## src/sv/pdq_pkg.sv

```systemverilog
// ----------------------------------------------------------------------------
// Priority dual queue package
// Shared sizes, command and status codes, and the server index helpers.
// ----------------------------------------------------------------------------
package pdq_pkg;

	localparam int INTAKE_DEPTH  = 16;
	localparam int QUEUE_DEPTH   = 16;
	localparam int HISTORY_DEPTH = 16;
	localparam int DOCTORS       = 5;

	localparam int MODE_W   = 2;
	localparam int ID_W     = 16;
	localparam int SRV_W    = 3;
	localparam int STATUS_W = 4;
	localparam int MOVED_W  = 5;
	localparam int LFSR_W   = 16;

	// Intake entries hold {urgent, id}; class and history entries hold {server, id}.
	localparam int INTAKE_W = ID_W + 1;
	localparam int QENT_W   = SRV_W + ID_W;

	localparam logic [LFSR_W-1:0] LFSR_TAPS  = 16'hB400;
	localparam logic [LFSR_W-1:0] LFSR_RESET = 16'd1;

	typedef enum logic [MODE_W-1:0] {
		MODE_ADD     = 2'd0,
		MODE_PROCESS = 2'd1,
		MODE_SERVE   = 2'd2,
		MODE_POP     = 2'd3
	} mode_t;

	typedef enum logic [STATUS_W-1:0] {
		ST_ADDED         = 4'd0,
		ST_INTAKE_FULL   = 4'd1,
		ST_ALL_MOVED     = 4'd2,
		ST_MOVED_PARTLY  = 4'd3,
		ST_SERVED_URGENT = 4'd4,
		ST_SERVED_ROUT   = 4'd5,
		ST_NONE_WAITING  = 4'd6,
		ST_HIST_SHOWN    = 4'd7,
		ST_HIST_EMPTY    = 4'd8
	} status_t;

	typedef enum logic [1:0] {
		BK_IDLE,
		BK_PROCESS,
		BK_SERVE,
		BK_POP
	} back_state_t;

	typedef struct packed {
		mode_t             mode;
		logic [ID_W-1:0]   id;
		logic              urgent;
	} cmd_t;

	// Residues of every byte value, built at elaboration.
	typedef logic [255:0][SRV_W-1:0] mod_tab_t;

	function automatic mod_tab_t build_mod_tab();
		mod_tab_t t;
		for (int i = 0; i < 256; i++) begin
			t[i] = SRV_W'(i % DOCTORS);
		end
		return t;
	endfunction

	localparam mod_tab_t MOD_TAB     = build_mod_tab();
	localparam int       BYTE_WEIGHT = 256 % DOCTORS;

	// Residue of a 16-bit value: fold the two bytes with the weight of the
	// high byte, the folded sum stays below one byte.
	function automatic logic [SRV_W-1:0] server_of(input logic [LFSR_W-1:0] v);
		logic [SRV_W-1:0] hi_mod;
		logic [SRV_W-1:0] lo_mod;
		logic [7:0]       folded;
		hi_mod = MOD_TAB[v[15:8]];
		lo_mod = MOD_TAB[v[7:0]];
		folded = 8'(hi_mod * BYTE_WEIGHT) + 8'(lo_mod);
		return MOD_TAB[folded];
	endfunction

	// One right shift of the Galois generator.
	function automatic logic [LFSR_W-1:0] lfsr_step(input logic [LFSR_W-1:0] v);
		logic [LFSR_W-1:0] shifted;
		shifted = v >> 1;
		return v[0] ? (shifted ^ LFSR_TAPS) : shifted;
	endfunction

endpackage

```

## src/sv/pdq_req_if.sv

```systemverilog
// ----------------------------------------------------------------------------
// Priority dual queue command channel
// Valid/ready channel that carries one command word.
// ----------------------------------------------------------------------------
interface pdq_req_if;
	logic                       valid;
	logic                       ready;
	logic [pdq_pkg::MODE_W-1:0] mode;
	logic [pdq_pkg::ID_W-1:0]   patient_id;
	logic                       urgent;

	modport source (output valid, output mode, output patient_id, output urgent,
		input ready);
	modport sink (input valid, input mode, input patient_id, input urgent,
		output ready);
endinterface

```

## src/sv/pdq_rsp_if.sv

```systemverilog
// ----------------------------------------------------------------------------
// Priority dual queue result channel
// Valid/ready channel that carries one result word.
// ----------------------------------------------------------------------------
interface pdq_rsp_if;
	logic                         valid;
	logic                         ready;
	logic [pdq_pkg::STATUS_W-1:0] status;
	logic [pdq_pkg::ID_W-1:0]     entry_id;
	logic [pdq_pkg::SRV_W-1:0]    server_index;
	logic [pdq_pkg::MOVED_W-1:0]  moved_count;
	logic                         history_dropped;

	modport source (output valid, output status, output entry_id, output server_index,
		output moved_count, output history_dropped, input ready);
	modport sink (input valid, input status, input entry_id, input server_index,
		input moved_count, input history_dropped, output ready);
endinterface

```

## src/sv/pdq_ram.sv

```systemverilog
// ----------------------------------------------------------------------------
// Generic RAM
// One write port and one read port with registered read data.
// ----------------------------------------------------------------------------
module pdq_ram #(
	parameter int WIDTH = 16,
	parameter int DEPTH = 16
) (
	input  logic                     clk,
	input  logic                     we,
	input  logic [$clog2(DEPTH)-1:0] waddr,
	input  logic [WIDTH-1:0]         wdata,
	input  logic [$clog2(DEPTH)-1:0] raddr,
	output logic [WIDTH-1:0]         rdata
);

	logic [WIDTH-1:0] mem_q [DEPTH];

	always_ff @(posedge clk) begin
		if (we) begin
			mem_q[waddr] <= wdata;
		end
		rdata <= mem_q[raddr];
	end

endmodule

```

## src/sv/pdq_front.sv

```systemverilog
// ----------------------------------------------------------------------------
// Priority dual queue front end
// Takes command words, decodes the mode and holds them in a two-entry queue.
// ----------------------------------------------------------------------------
module pdq_front (
	input  logic            clk,
	input  logic            arst_n,
	pdq_req_if.sink         req,
	output logic            cmd_valid,
	input  logic            cmd_ready,
	output pdq_pkg::cmd_t   cmd
);

	pdq_pkg::cmd_t slot_q [2];
	logic          wr_ptr_q;
	logic          rd_ptr_q;
	logic [1:0]    count_q;
	logic          push;
	logic          pop;

	assign req.ready = (count_q != 2'd2);
	assign cmd_valid = (count_q != 2'd0);
	assign cmd       = slot_q[rd_ptr_q];
	assign push      = req.valid && req.ready;
	assign pop       = cmd_valid && cmd_ready;

	always_ff @(posedge clk) begin
		if (push) begin
			slot_q[wr_ptr_q] <= '{mode: pdq_pkg::mode_t'(req.mode), id: req.patient_id,
				urgent: req.urgent};
		end
	end

	always_ff @(posedge clk or negedge arst_n) begin
		if (!arst_n) begin
			wr_ptr_q <= 1'b0;
			rd_ptr_q <= 1'b0;
			count_q  <= 2'd0;
		end else begin
			if (push) begin
				wr_ptr_q <= ~wr_ptr_q;
			end
			if (pop) begin
				rd_ptr_q <= ~rd_ptr_q;
			end
			if (push && !pop) begin
				count_q <= count_q + 2'd1;
			end else if (pop && !push) begin
				count_q <= count_q - 2'd1;
			end
		end
	end

endmodule

```

## src/sv/pdq_back.sv

```systemverilog
// ----------------------------------------------------------------------------
// Priority dual queue back end
// Executes commands against the intake, class and history stores.
// ----------------------------------------------------------------------------
module pdq_back (
	input  logic                        clk,
	input  logic                        arst_n,
	input  logic                        cmd_valid,
	output logic                        cmd_ready,
	input  pdq_pkg::cmd_t               cmd,
	input  logic                        cfg_we,
	input  logic [pdq_pkg::LFSR_W-1:0]  cfg_wdata,
	pdq_rsp_if.source                   rsp
);

	localparam int IA_W = $clog2(pdq_pkg::INTAKE_DEPTH);
	localparam int IC_W = $clog2(pdq_pkg::INTAKE_DEPTH + 1);
	localparam int QA_W = $clog2(pdq_pkg::QUEUE_DEPTH);
	localparam int QC_W = $clog2(pdq_pkg::QUEUE_DEPTH + 1);
	localparam int HA_W = $clog2(pdq_pkg::HISTORY_DEPTH);
	localparam int HC_W = $clog2(pdq_pkg::HISTORY_DEPTH + 1);

	localparam logic [IA_W-1:0] I_LAST = IA_W'(pdq_pkg::INTAKE_DEPTH - 1);
	localparam logic [QA_W-1:0] Q_LAST = QA_W'(pdq_pkg::QUEUE_DEPTH - 1);
	localparam logic [HA_W-1:0] H_LAST = HA_W'(pdq_pkg::HISTORY_DEPTH - 1);
	localparam logic [IC_W-1:0] I_FULL = IC_W'(pdq_pkg::INTAKE_DEPTH);
	localparam logic [QC_W-1:0] Q_FULL = QC_W'(pdq_pkg::QUEUE_DEPTH);
	localparam logic [HC_W-1:0] H_FULL = HC_W'(pdq_pkg::HISTORY_DEPTH);

	pdq_pkg::back_state_t state_q, state_d;

	logic [IA_W-1:0] ih_q, ih_d, it_q, it_d;
	logic [IC_W-1:0] ic_q, ic_d;
	logic [QA_W-1:0] uh_q, uh_d, ut_q, ut_d, rh_q, rh_d, rt_q, rt_d;
	logic [QC_W-1:0] uc_q, uc_d, rc_q, rc_d;
	logic [HA_W-1:0] ht_q, ht_d, ht_prev;
	logic [HC_W-1:0] hc_q, hc_d;
	logic [pdq_pkg::LFSR_W-1:0]  lfsr_q, lfsr_d, lfsr_adv;
	logic [pdq_pkg::MOVED_W-1:0] moved_q, moved_d;
	logic sel_urg_q, sel_urg_d;

	// Store ports.
	logic                          in_we;
	logic [pdq_pkg::INTAKE_W-1:0]  in_rdata;
	logic                          urg_we, rout_we, hist_we;
	logic [pdq_pkg::QENT_W-1:0]    q_wdata;
	logic [pdq_pkg::QENT_W-1:0]    urg_rdata, rout_rdata, hist_rdata, hist_wdata;

	// Result register.
	logic                          out_valid_q;
	pdq_pkg::status_t              out_status_q, res_status;
	logic [pdq_pkg::ID_W-1:0]      out_id_q, res_id;
	logic [pdq_pkg::SRV_W-1:0]     out_srv_q, res_srv;
	logic [pdq_pkg::MOVED_W-1:0]   out_moved_q, res_moved;
	logic                          out_drop_q, res_drop;
	logic                          res_load;
	logic                          out_free;

	logic                          head_urg;
	logic                          class_full;
	logic [pdq_pkg::SRV_W-1:0]     srv_new;
	logic [pdq_pkg::QENT_W-1:0]    served;

	assign out_free  = !out_valid_q || rsp.ready;
	assign cmd_ready = (state_q == pdq_pkg::BK_IDLE) && out_free;
	assign ht_prev   = (ht_q == '0) ? H_LAST : ht_q - 1'b1;

	assign head_urg   = in_rdata[pdq_pkg::ID_W];
	assign class_full = head_urg ? (uc_q == Q_FULL) : (rc_q == Q_FULL);
	assign lfsr_adv   = pdq_pkg::lfsr_step(lfsr_q);
	assign srv_new    = pdq_pkg::server_of(lfsr_adv);
	assign q_wdata    = {srv_new, in_rdata[pdq_pkg::ID_W-1:0]};
	assign served     = sel_urg_q ? urg_rdata : rout_rdata;
	assign hist_wdata = served;

	always_comb begin
		state_d    = state_q;
		ih_d       = ih_q;
		it_d       = it_q;
		ic_d       = ic_q;
		uh_d       = uh_q;
		ut_d       = ut_q;
		uc_d       = uc_q;
		rh_d       = rh_q;
		rt_d       = rt_q;
		rc_d       = rc_q;
		ht_d       = ht_q;
		hc_d       = hc_q;
		lfsr_d     = lfsr_q;
		moved_d    = moved_q;
		sel_urg_d  = sel_urg_q;
		in_we      = 1'b0;
		urg_we     = 1'b0;
		rout_we    = 1'b0;
		hist_we    = 1'b0;
		res_load   = 1'b0;
		res_status = pdq_pkg::ST_ADDED;
		res_id     = '0;
		res_srv    = '0;
		res_moved  = '0;
		res_drop   = 1'b0;

		unique case (state_q)
			pdq_pkg::BK_IDLE: begin
				if (cmd_valid && cmd_ready) begin
					unique case (cmd.mode)
						pdq_pkg::MODE_ADD: begin
							res_load = 1'b1;
							if (ic_q == I_FULL) begin
								res_status = pdq_pkg::ST_INTAKE_FULL;
							end else begin
								in_we      = 1'b1;
								it_d       = (it_q == I_LAST) ? '0 : it_q + 1'b1;
								ic_d       = ic_q + 1'b1;
								res_status = pdq_pkg::ST_ADDED;
							end
						end
						pdq_pkg::MODE_PROCESS: begin
							moved_d = '0;
							if (ic_q == '0) begin
								res_load   = 1'b1;
								res_status = pdq_pkg::ST_ALL_MOVED;
							end else begin
								state_d = pdq_pkg::BK_PROCESS;
							end
						end
						pdq_pkg::MODE_SERVE: begin
							if (uc_q == '0 && rc_q == '0) begin
								res_load   = 1'b1;
								res_status = pdq_pkg::ST_NONE_WAITING;
							end else begin
								sel_urg_d = (uc_q != '0);
								state_d   = pdq_pkg::BK_SERVE;
							end
						end
						pdq_pkg::MODE_POP: begin
							if (hc_q == '0) begin
								res_load   = 1'b1;
								res_status = pdq_pkg::ST_HIST_EMPTY;
							end else begin
								state_d = pdq_pkg::BK_POP;
							end
						end
						default: ;
					endcase
				end
			end
			pdq_pkg::BK_PROCESS: begin
				// The intake head word is on the read port this cycle.
				if (class_full) begin
					res_load   = 1'b1;
					res_status = pdq_pkg::ST_MOVED_PARTLY;
					res_moved  = moved_q;
					state_d    = pdq_pkg::BK_IDLE;
				end else begin
					lfsr_d  = lfsr_adv;
					moved_d = moved_q + 1'b1;
					ih_d    = (ih_q == I_LAST) ? '0 : ih_q + 1'b1;
					ic_d    = ic_q - 1'b1;
					if (head_urg) begin
						urg_we = 1'b1;
						ut_d   = (ut_q == Q_LAST) ? '0 : ut_q + 1'b1;
						uc_d   = uc_q + 1'b1;
					end else begin
						rout_we = 1'b1;
						rt_d    = (rt_q == Q_LAST) ? '0 : rt_q + 1'b1;
						rc_d    = rc_q + 1'b1;
					end
					if (ic_q == IC_W'(1)) begin
						res_load   = 1'b1;
						res_status = pdq_pkg::ST_ALL_MOVED;
						res_moved  = moved_q + 1'b1;
						state_d    = pdq_pkg::BK_IDLE;
					end
				end
			end
			pdq_pkg::BK_SERVE: begin
				if (sel_urg_q) begin
					uh_d       = (uh_q == Q_LAST) ? '0 : uh_q + 1'b1;
					uc_d       = uc_q - 1'b1;
					res_status = pdq_pkg::ST_SERVED_URGENT;
				end else begin
					rh_d       = (rh_q == Q_LAST) ? '0 : rh_q + 1'b1;
					rc_d       = rc_q - 1'b1;
					res_status = pdq_pkg::ST_SERVED_ROUT;
				end
				hist_we = 1'b1;
				ht_d    = (ht_q == H_LAST) ? '0 : ht_q + 1'b1;
				if (hc_q == H_FULL) begin
					res_drop = 1'b1;
				end else begin
					hc_d = hc_q + 1'b1;
				end
				res_load = 1'b1;
				res_id   = served[pdq_pkg::ID_W-1:0];
				res_srv  = served[pdq_pkg::QENT_W-1:pdq_pkg::ID_W];
				state_d  = pdq_pkg::BK_IDLE;
			end
			pdq_pkg::BK_POP: begin
				ht_d       = ht_prev;
				hc_d       = hc_q - 1'b1;
				res_load   = 1'b1;
				res_status = pdq_pkg::ST_HIST_SHOWN;
				res_id     = hist_rdata[pdq_pkg::ID_W-1:0];
				res_srv    = hist_rdata[pdq_pkg::QENT_W-1:pdq_pkg::ID_W];
				state_d    = pdq_pkg::BK_IDLE;
			end
			default: ;
		endcase
	end

	// The intake read address follows the next head, so a process run
	// fetches the following word while the current one is moved.
	pdq_ram #(.WIDTH(pdq_pkg::INTAKE_W), .DEPTH(pdq_pkg::INTAKE_DEPTH)) u_intake (
		.clk   (clk),
		.we    (in_we),
		.waddr (it_q),
		.wdata ({cmd.urgent, cmd.id}),
		.raddr (ih_d),
		.rdata (in_rdata)
	);

	pdq_ram #(.WIDTH(pdq_pkg::QENT_W), .DEPTH(pdq_pkg::QUEUE_DEPTH)) u_urgent (
		.clk   (clk),
		.we    (urg_we),
		.waddr (ut_q),
		.wdata (q_wdata),
		.raddr (uh_q),
		.rdata (urg_rdata)
	);

	pdq_ram #(.WIDTH(pdq_pkg::QENT_W), .DEPTH(pdq_pkg::QUEUE_DEPTH)) u_routine (
		.clk   (clk),
		.we    (rout_we),
		.waddr (rt_q),
		.wdata (q_wdata),
		.raddr (rh_q),
		.rdata (rout_rdata)
	);

	pdq_ram #(.WIDTH(pdq_pkg::QENT_W), .DEPTH(pdq_pkg::HISTORY_DEPTH)) u_history (
		.clk   (clk),
		.we    (hist_we),
		.waddr (ht_q),
		.wdata (hist_wdata),
		.raddr (ht_prev),
		.rdata (hist_rdata)
	);

	always_ff @(posedge clk or negedge arst_n) begin
		if (!arst_n) begin
			state_q   <= pdq_pkg::BK_IDLE;
			ih_q      <= '0;
			it_q      <= '0;
			ic_q      <= '0;
			uh_q      <= '0;
			ut_q      <= '0;
			uc_q      <= '0;
			rh_q      <= '0;
			rt_q      <= '0;
			rc_q      <= '0;
			ht_q      <= '0;
			hc_q      <= '0;
			lfsr_q    <= pdq_pkg::LFSR_RESET;
			moved_q   <= '0;
			sel_urg_q <= 1'b0;
		end else begin
			state_q   <= state_d;
			ih_q      <= ih_d;
			it_q      <= it_d;
			ic_q      <= ic_d;
			uh_q      <= uh_d;
			ut_q      <= ut_d;
			uc_q      <= uc_d;
			rh_q      <= rh_d;
			rt_q      <= rt_d;
			rc_q      <= rc_d;
			ht_q      <= ht_d;
			hc_q      <= hc_d;
			moved_q   <= moved_d;
			sel_urg_q <= sel_urg_d;
			// A zero seed would lock the generator, so it loads as one.
			if (cfg_we) begin
				lfsr_q <= (cfg_wdata == '0) ? pdq_pkg::LFSR_RESET : cfg_wdata;
			end else begin
				lfsr_q <= lfsr_d;
			end
		end
	end

	always_ff @(posedge clk or negedge arst_n) begin
		if (!arst_n) begin
			out_valid_q <= 1'b0;
		end else if (res_load) begin
			out_valid_q <= 1'b1;
		end else if (rsp.ready) begin
			out_valid_q <= 1'b0;
		end
	end

	always_ff @(posedge clk) begin
		if (res_load) begin
			out_status_q <= res_status;
			out_id_q     <= res_id;
			out_srv_q    <= res_srv;
			out_moved_q  <= res_moved;
			out_drop_q   <= res_drop;
		end
	end

	assign rsp.valid           = out_valid_q;
	assign rsp.status          = out_status_q;
	assign rsp.entry_id        = out_id_q;
	assign rsp.server_index    = out_srv_q;
	assign rsp.moved_count     = out_moved_q;
	assign rsp.history_dropped = out_drop_q;

endmodule

```

## src/sv/priority_dual_queue_with_history_core.sv

```systemverilog
// ----------------------------------------------------------------------------
// Priority dual queue with history
// Two-class strict-priority service queue with an intake FIFO and a bounded
// history stack.
// ----------------------------------------------------------------------------
// Add and refused or empty commands are answered straight from idle; serve and pop
// pass through their own state first, and process moves one intake entry per cycle
// until the intake is empty or the target class is full (partial moves too).
// The back end takes no new word until the last one has finished, and then only
// when the result register is free or being emptied.
// Reset clears pointers and counts and loads the generator with one; stores are not cleared.
module priority_dual_queue_with_history_core (
	input  logic                        clk,
	input  logic                        arst_n,
	pdq_req_if.sink                     req,
	pdq_rsp_if.source                   rsp,
	input  logic                        cfg_we,
	input  logic [pdq_pkg::LFSR_W-1:0]  cfg_wdata
);

	// The front end holds up to two decoded words, so new commands keep
	// arriving while the back end works through a long process run or while
	// a finished result waits for the consumer.
	logic          cmd_valid;
	logic          cmd_ready;
	pdq_pkg::cmd_t cmd;

	pdq_front u_front (
		.clk       (clk),
		.arst_n    (arst_n),
		.req       (req),
		.cmd_valid (cmd_valid),
		.cmd_ready (cmd_ready),
		.cmd       (cmd)
	);

	// The back end owns the four stores, the generator and the result
	// register. It takes a new word only when idle and when the result
	// register is free or being emptied in the same cycle.
	pdq_back u_back (
		.clk       (clk),
		.arst_n    (arst_n),
		.cmd_valid (cmd_valid),
		.cmd_ready (cmd_ready),
		.cmd       (cmd),
		.cfg_we    (cfg_we),
		.cfg_wdata (cfg_wdata),
		.rsp       (rsp)
	);

endmodule
```

## src/flat_wrapper.sv

```systemverilog
// flat-port wrapper written by rule: the top's interface ports become plain ports
module priority_dual_queue_with_history_core_flat 
  (clk, arst_n, cfg_we, cfg_wdata, req_valid, req_mode, req_patient_id, req_urgent, req_ready, rsp_valid, rsp_status, rsp_entry_id, rsp_server_index, rsp_moved_count, rsp_history_dropped, rsp_ready);
  pdq_req_if req_i ();
  pdq_rsp_if rsp_i ();
  input  logic clk;
  input  logic arst_n;
  input  logic cfg_we;
  input  logic [pdq_pkg::LFSR_W-1:0] cfg_wdata;
  input wire logic [$bits(req_i.valid)-1:0] req_valid;
  input wire logic [$bits(req_i.mode)-1:0] req_mode;
  input wire logic [$bits(req_i.patient_id)-1:0] req_patient_id;
  input wire logic [$bits(req_i.urgent)-1:0] req_urgent;
  output wire logic [$bits(req_i.ready)-1:0] req_ready;
  output wire logic [$bits(rsp_i.valid)-1:0] rsp_valid;
  output wire logic [$bits(rsp_i.status)-1:0] rsp_status;
  output wire logic [$bits(rsp_i.entry_id)-1:0] rsp_entry_id;
  output wire logic [$bits(rsp_i.server_index)-1:0] rsp_server_index;
  output wire logic [$bits(rsp_i.moved_count)-1:0] rsp_moved_count;
  output wire logic [$bits(rsp_i.history_dropped)-1:0] rsp_history_dropped;
  input wire logic [$bits(rsp_i.ready)-1:0] rsp_ready;
  assign req_i.valid = req_valid;
  assign req_i.mode = req_mode;
  assign req_i.patient_id = req_patient_id;
  assign req_i.urgent = req_urgent;
  assign req_ready = req_i.ready;
  assign rsp_valid = rsp_i.valid;
  assign rsp_status = rsp_i.status;
  assign rsp_entry_id = rsp_i.entry_id;
  assign rsp_server_index = rsp_i.server_index;
  assign rsp_moved_count = rsp_i.moved_count;
  assign rsp_history_dropped = rsp_i.history_dropped;
  assign rsp_i.ready = rsp_ready;
  priority_dual_queue_with_history_core u_core (.clk(clk), .arst_n(arst_n), .req(req_i), .rsp(rsp_i), .cfg_we(cfg_we), .cfg_wdata(cfg_wdata));
endmodule
```

## config.mk

```make
export PLATFORM = sky130hd
export DESIGN_NAME = priority_dual_queue_with_history_core_flat
export DESIGN_NICKNAME = d
export VERILOG_FILES = /design/src/sv/pdq_pkg.sv /design/src/sv/pdq_req_if.sv /design/src/sv/pdq_rsp_if.sv /design/src/sv/pdq_ram.sv /design/src/sv/pdq_front.sv /design/src/sv/pdq_back.sv /design/src/sv/priority_dual_queue_with_history_core.sv /design/src/flat_wrapper.sv
export SDC_FILE = /design/constraint.sdc
export NUM_CORES = 1
export LEC_CHECK = 0
export BUFFER_PORTS_ARGS = -buffer_cell sky130_fd_sc_hd__buf_4
export CELL_PAD_IN_SITES_DETAIL_PLACEMENT = 1
export CELL_PAD_IN_SITES_GLOBAL_PLACEMENT = 2
export CORE_MARGIN = 2
export CORE_UTILIZATION = 30
export CTS_CLUSTER_DIAMETER = 60
export DETAILED_ROUTE_END_ITERATION = 6
export PLACE_DENSITY_LB_ADDON = 0.1
export SLEW_MARGIN = 20
export SYNTH_ARGS = -nofsm -noshare
export SYNTH_HDL_FRONTEND = slang
export SYNTH_SLANG_ARGS = --single-unit
export TNS_END_PERCENT = 50
```

## constraint.sdc

```tcl
create_clock -name clk -period 4.2 [get_ports clk]
set_input_delay 0.84 -clock clk [delete_from_list [all_inputs] [get_ports clk]]
set_output_delay 0.84 -clock clk [all_outputs]
set_load 0.01 [all_outputs]
```

# After elaboration in Yosys (flattened, before gate mapping)
# Memories as Yosys holds them, arrays and structs flattened. A register that Yosys moved wholly into a read port is not among the register bits.
# Cells that the tools add are included.
dict set report totals {
  register_bits 106
  mem_bits_rw 1222
  rom_bits 2304
  in_bits 40
  out_inout_bits 31
  elab_cells 234
  n_memories 8
}
# name words width read_ports rd_clocked_by_memory_dff write_ports line_no
set memory_table {}
lappend memory_table {{(name not given)} 256 3 1 0 0 pdq_pkg.sv:81} ;# return MOD_TAB[folded];
lappend memory_table {{(name not given)} 256 3 1 0 0 pdq_pkg.sv:79} ;# lo_mod = MOD_TAB[v[7:0]];
lappend memory_table {{(name not given)} 256 3 1 0 0 pdq_pkg.sv:78} ;# hi_mod = MOD_TAB[v[15:8]];
lappend memory_table {u_core.u_back.u_history.mem_q 16 19 1 1 1 pdq_ram.sv:17} ;# logic [WIDTH-1:0] mem_q [DEPTH];
lappend memory_table {u_core.u_back.u_routine.mem_q 16 19 1 1 1 pdq_ram.sv:17}
lappend memory_table {u_core.u_back.u_urgent.mem_q 16 19 1 1 1 pdq_ram.sv:17}
lappend memory_table {{2 more memories} - - - - - -}
dict set report op_classes {
  add_sub_neg 20
  magnitude_cmp 3
  eq_ne 35
  mux 96
  n_bitwise 8
  n_reduce_logical 40
}
# op n
set ops {}
lappend ops {{16-bit 2-to-1 mux} 5}
lappend ops {{5-bit 2-to-1 mux} 16}
lappend ops {{5-bit case mux with 2 select lines} 5}
lappend ops {{4-bit 2-to-1 mux} 12}
lappend ops {{1-bit 2-to-1 mux} 33}
lappend ops {{16-bit case mux with 2 select lines} 1}
lappend ops {{4-bit case mux with 4 select lines} 2}
lappend ops {{4-bit by 1-bit adder with 4-bit output, second input constant} 7}
lappend ops {{4-bit == test, second input constant} 7}
lappend ops {{5-bit by 1-bit adder with 5-bit output, second input constant} 5}
lappend ops {{2-bit 2-to-1 mux} 11}
lappend ops {{5-bit == test, second input constant} 4}
lappend ops {{5-bit logical NOT} 4}
lappend ops {{4-bit AND reduction} 5}
lappend ops {{5-bit by 1-bit subtractor with 5-bit output, second input constant} 4}
lappend ops {{19-bit 2-to-1 mux} 1}
lappend ops {{8-bit by 9-bit < comparator with 1-bit output, second input constant} 2}
lappend ops {{16-bit logical NOT} 1}
lappend ops {{2-bit inequality test, second input constant} 8}
lappend ops {{2-bit nonzero test} 7}
lappend ops {{3-bit 2-to-1 mux} 4}
lappend ops {{3-bit inequality test, second input constant} 4}
lappend ops {{2-bit case mux with 3 select lines} 2}
lappend ops {{4-bit by 9-bit < comparator with 1-bit output, second input constant} 1}
lappend ops {{other kinds (26)} 51}

# Depth between registers and ports, before layout
dict set report logic_depth {
  word_depth 8
  mapped_depth 17
  ltp_nobuf 16
}

# Modules after synthesis
# Synthesis repeated with hierarchy kept, for this count alone.
dict set report hier_totals {
  hier_cells 2982
  hier_area_um2 55961.2
}
# mod instances cells_per_inst area_each_um2
set by_module_without_submodules {}
lappend by_module_without_submodules {{pdq_ram (u_core.u_back.u_history ...)} 3 507 11845.1}
lappend by_module_without_submodules {{pdq_ram (u_core.u_back.u_intake)} 1 458 10637.7}
lappend by_module_without_submodules {pdq_back 1 926 8199.1}
lappend by_module_without_submodules {pdq_front 1 77 1589.0}

# Least setup slack after synthesis
# Ideal clock, no wire load.
dict set report synth_path {
  kind {register to register}
  startpoint {register u_core.u_back.lfsr_q[0] (netlist name)}
  endpoint {memory u_core.u_back.u_routine.mem_q[0][17] (netlist name), data pin}
  setup_ns 0.380
  arrival_ns 4.094
  path_slack_ns -0.274
  path_stages_with_launch 13
  n_path_buf 1
  synth_period_minus_slack_ns 4.474
  path_cell_list {dfstp_2 > buf_6 > xor2_1 > mux4_2 > nor2_1 > a211oi_1 > o32ai_1 > a22oi_1 > ha_1 > a21o_1 > a21oi_1 > o21ai_0 > o22ai_1}
}
dict set report synth_between {
  elab_chain_cells 6
}
# element line_no
set synth_rtl {}
lappend synth_rtl {{start: declaration} pdq_back.sv:38} ;# logic [pdq_pkg::LFSR_W-1:0] lfsr_q, lfsr_d, lfsr_adv;
lappend synth_rtl {{start signal: assignment} pdq_back.sv:264} ;# lfsr_q <= pdq_pkg::LFSR_RESET;
lappend synth_rtl {{start signal: assignment} pdq_back.sv:284} ;# lfsr_q <= (cfg_wdata == '0) ? pdq_pkg::LFSR_RESET : cfg_wdata;
lappend synth_rtl {{start signal: assignment} pdq_back.sv:286} ;# lfsr_q <= lfsr_d;
lappend synth_rtl {{16-bit 2-to-1 mux} pdq_pkg.sv:88} ;# return v[0] ? (shifted ^ LFSR_TAPS) : shifted;
lappend synth_rtl {{memory read 256 x 3 bit} -}
lappend synth_rtl {{3-bit 2-to-1 mux (implied by the code)} pdq_pkg.sv:78}
lappend synth_rtl {{3-bit by 3-bit adder with 4-bit output} pdq_pkg.sv:80} ;# folded = 8'(hi_mod * BYTE_WEIGHT) + 8'(lo_mod);
lappend synth_rtl {{memory read 256 x 3 bit} -}
lappend synth_rtl {{3-bit 2-to-1 mux (implied by the code)} pdq_pkg.sv:81}
lappend synth_rtl {{named net u_core.u_back.srv_new, one bit} pdq_back.sv:61} ;# logic [pdq_pkg::SRV_W-1:0] srv_new;
lappend synth_rtl {{end: declaration} pdq_ram.sv:17}
# The timed path passes the listed nets, and every way through them passes these cells. The select of a mux whose other input is x is not followed.

# Worst setup path after layout
dict set report layout_path {
  startpoint {register u_core.u_back.lfsr_q[2] (netlist name)}
  endpoint {memory u_core.u_back.u_routine.mem_q[6][16] (netlist name), data pin}
}
dict set report layout_between {
  elab_chain_cells 6
}
# element line_no
set layout_rtl {}
lappend layout_rtl {{16-bit 2-to-1 mux} pdq_pkg.sv:88}
lappend layout_rtl {{memory read 256 x 3 bit} -}
lappend layout_rtl {{3-bit 2-to-1 mux (implied by the code)} pdq_pkg.sv:79}
lappend layout_rtl {{3-bit by 3-bit adder with 4-bit output} pdq_pkg.sv:80}
lappend layout_rtl {{memory read 256 x 3 bit} -}
lappend layout_rtl {{3-bit 2-to-1 mux (implied by the code)} pdq_pkg.sv:81}
lappend layout_rtl {{named net u_core.u_back.srv_new, one bit} pdq_back.sv:61}
# The timed path passes the listed nets, and every way through them passes these cells. The select of a mux whose other input is x is not followed.

==> qor.txt <==
Status: complete, but fails checks
Failing checks: design-rule violations
Simple-Gate Fraction of Synth Area: 3.63%
Post-synthesis mux area share: 16.2%
CTS buffer count: 164
Compound-Gate Fraction of Synth Area: 3.51%
TNS Setup: 0 ns
Top cell type's share of synthesized area: 67.3%
Post-Syn Nets: 2991
Post-detail-place hpwl: 85.7 mm
Endpoints failing setup: 0
Min-delay src: req_patient_id[6]
Total core area: 185000 µm²
Crit share post-route: 96.7%
CP startpoint kind: flip-flop
Metal1 wirelength: 68.2 mm
Unrepaired setup endpoints after global routing: false
Avg Inst Size Synth: 19.2 µm²
Critical Path AT: 4.57 ns
Worst-path fanout max: 32
Mapped Area: 55800 µm²
Worst Reg2Reg Path Length in Cells: 14
DRT Pass-1 Iters: 7
Die Height: 435 µm
Commonest cells after routing, fill and taps aside: 1251 x edfxtp_1, 283 x mux4_2, 198 x buf_4
Post-Synth Adder-Cell Area: 1.18%
Antenna Nets Post-Route: 0
Row cnt: 158
First-pass GRT wire length: 218 mm
Met2 wire len: 73.9 mm
Area of the die: 189000 µm²
Top Layer Used: met4
Port Buffers: 70
Slew @ Worst Pin: 1.08 ns
Worst skew pair latency: 0.80 ns
Max_cap viols: 0
Filler cells: 18200
Largest net degree at the start of global routing: 70
Clock Sink Count: 1402
# nets final: 3222
Hold Crit Class: in -> reg
Final WS setup: 0.139 ns
Util after Layout: 35.4%
Via count: 27900
Vias per cell: 4.86
GP Congestion: 0.718
Flip-flop and latch area: 41000 µm²
Number of synthesized register bits: 1402
Yosys warns: 0
Worst clock skew: 0.0312 ns
Worst setup EP type: flip-flop
Clk pin slew, worst setup/hold paths: 0.06 ns
Pwr/cell area: 824 nW/µm²
Multi-input logic area: 14200 µm²
Asr flop ratio synth: 5.49%
Synth top area cells: edfxtp_1 67%, mux4_2 11%, mux2_2 3.6%
Leak: 21.4 nW
Worst r2r src: u_core.u_back.lfsr_q[2]$_DFFE_PN0P_
Worst vdd ir: 1290 µV
Slew headroom: 28.2%
Root Buffer: clkbuf_16
Crit path time final: 4.06 ns
Area growth syn-to-layout: 17.4%
Slew Viols, Final: 0
Worst R2R End: u_core.u_back.u_routine.mem_q[6][16]$_DFFE_PP_
H-tree depth: 4
Slack of the worst reg-to-reg path: 0.14 ns
Vias in the first global route: 30500
Chip width: 435 µm
Hold EP: u_core.u_front.slot_q[0][7]$_DFFE_PP_
Total GRT Usage: 15.8%
Leading area contributor after synthesis: edfxtp_1
Routed WL: 150 mm
Pre-CTS worst setup slack: 0.0482 ns
Routed wire per std cell: 26.0 µm
DRC violations left: 2
Commonest non-fill, non-tap cell in the layout: edfxtp_1
DRT iter0 DRCs: 1854
Initial core utilization: 30.1%
Register area share after synthesis: 73.5%
Most used flip-flop cell after synthesis: edfxtp_1
Hold path cells: 1
Critical path type: reg -> reg
Largest family of logic cells by synthesized area: multiplexers
Fmax: 246 MHz
Mapped Cells: 2901
Congestion Overflow GR: 0
Critical Path RT: 4.71 ns
Xor/xnor share of the synthesized area: 0.628%
CTS Buffer Depth: 3
Final Hold Fails: 0
WL met3: 4.48 mm
TritonCTS clock tree: built
EDFF count, synth: 1251
I/O pin total: 71
Synth cell types: 69
Layout cells sized above 1: 29.9%
Initial antenna violation count: 1
[repair_timing]
item / 4_1_cts / 5_1_grt
hold buffers: 1 / 0
hold endpoints to repair: 3 / 0
pin swaps: 0 / 1
gates resized for setup: 1 / 14
buffers inserted: 0 / 1
endpoints found under the setup margin: 22 / 64
cloned: 0 / 0
[worst max-delay path: stages (launching register included)]
cell	delay, ns
dfrtp_1	0.39
inv_2	0.09
ha_4	0.28
nor2_1	0.06
a21o_1	0.21
mux4_2	0.49
mux4_2	0.48
nor2b_1	0.16
a21o_1	0.20
fa_2	0.37
xor2_2	0.16
buf_4	0.14
buf_4	0.13
a311o_1	0.41
buf_12	0.18
[area by class of cell]
cell class,instances,share of cell area [%]
flip-flops and latches,1402,62.6
multi-input cells,1305,21.7
clock buffers,219,6.83
well taps,2480,4.74
repair buffers,212,2.67
clock inverters,87,1.19
inverters,47,0.269
diodes,2,0.00764
[cells by family after synthesis]
| family | after synthesis |
|---|---|
| buffers and inverters | 194 |
| adders and majority gates | 50 |
| and+or+nand+nor | 393 |
| xor gates and xnor gates | 40 |
| DFF | 1402 |
| muxes | 526 |
| AOI/OAI and AO/OA | 296 |
[synth_stat cells (23+ instances only)]
library cell / count
inv_1: 43
clkbuf_1: 93
edfxtp_1: 1251
mux2i_1: 56
buf_1: 25
xnor2_1: 23
nor2_1: 83
o21ai_0: 67
a211oi_1: 26
a22oi_1: 39
mux4_2: 283
dfrtp_1: 76
nor3_1: 34
a21oi_1: 75
nor2b_1: 56
buf_2: 26
dfxtp_1: 74
mux2_2: 177
and2_1: 36
nand2_1: 90
ha_1: 46
[sequential cells by signal (all words and copies together) (netlist names), 16 cells and up]
register / count
u_core.u_back.u_history.mem_q: 304
u_core.u_back.u_routine.mem_q: 304
u_core.u_back.u_urgent.mem_q: 304
u_core.u_back.u_intake.mem_q: 272
u_core.u_front.slot_q: 38
u_core.u_back.u_history.rdata: 19
u_core.u_back.u_routine.rdata: 19
u_core.u_back.u_urgent.rdata: 19
u_core.u_back.u_intake.rdata: 17
u_core.u_back.lfsr_q: 16
u_core.u_back.rsp.entry_id: 16
[report_power, final]
group	leakage, nW	total (mW)	internal, mW	switching (mW)
registers	12.9	22.0	20.1	1.95
logic	5.99	18.1	7.61	10.5
clock network	2.55	13.8	8.07	5.75
[routing by layer]
metal	vias up	GRT usage, %
met4	0	4.11
met3	188	2.42
met1	15100	21.2
met5	-	0
li1	12200	-
met2	397	26.6
[how the worst max path moves through the flow]
stage,from,endpoint,slack [ns],depth (start not counted)
finish,u_core.u_back.lfsr_q[2]$_DFFE_PN0P_,u_core.u_back.u_routine.mem_q[6][16]$_DFFE_PP_,0.14,14
global route,u_core.u_back.lfsr_q[10]$_DFFE_PN0P_,u_core.u_back.u_routine.mem_q[12][16]$_DFFE_PP_,0.01,16
CTS,u_core.u_back.lfsr_q[2]$_DFFE_PN0P_,u_core.u_back.u_routine.mem_q[12][16]$_DFFE_PP_,0.001,13
detailed placement,u_core.u_back.lfsr_q[2]$_DFFE_PN0P_,u_core.u_back.u_routine.mem_q[2][16]$_DFFE_PP_,0.05,14
global placement,u_core.u_back.lfsr_q[2]$_DFFE_PN0P_,u_core.u_back.u_routine.mem_q[4][16]$_DFFE_PP_,0.11,14
floorplan,u_core.u_back.lfsr_q[0]$_DFFE_PN1P_,u_core.u_back.u_routine.mem_q[0][16]$_DFFE_PP_,0.07,13
[per-stage QoR]
step | area (µm²) | instances | hold WS [ns] | total power [mW]
after CTS | 65400 | 5751 | 0.147 | 55.0
final | 65500 | 5754 | 0.233 | 54.0
after floorplan | 55800 | 2901 | 0.454 | 32.8
after global placement | 60200 | 5443 | 0.483 | 40.2
after global routing | 65500 | 5753 | 0.174 | 57.0
after detailed placement | 60200 | 5444 | 0.492 | 40.9
Note: power is estimated with default switching activity, not from simulation.
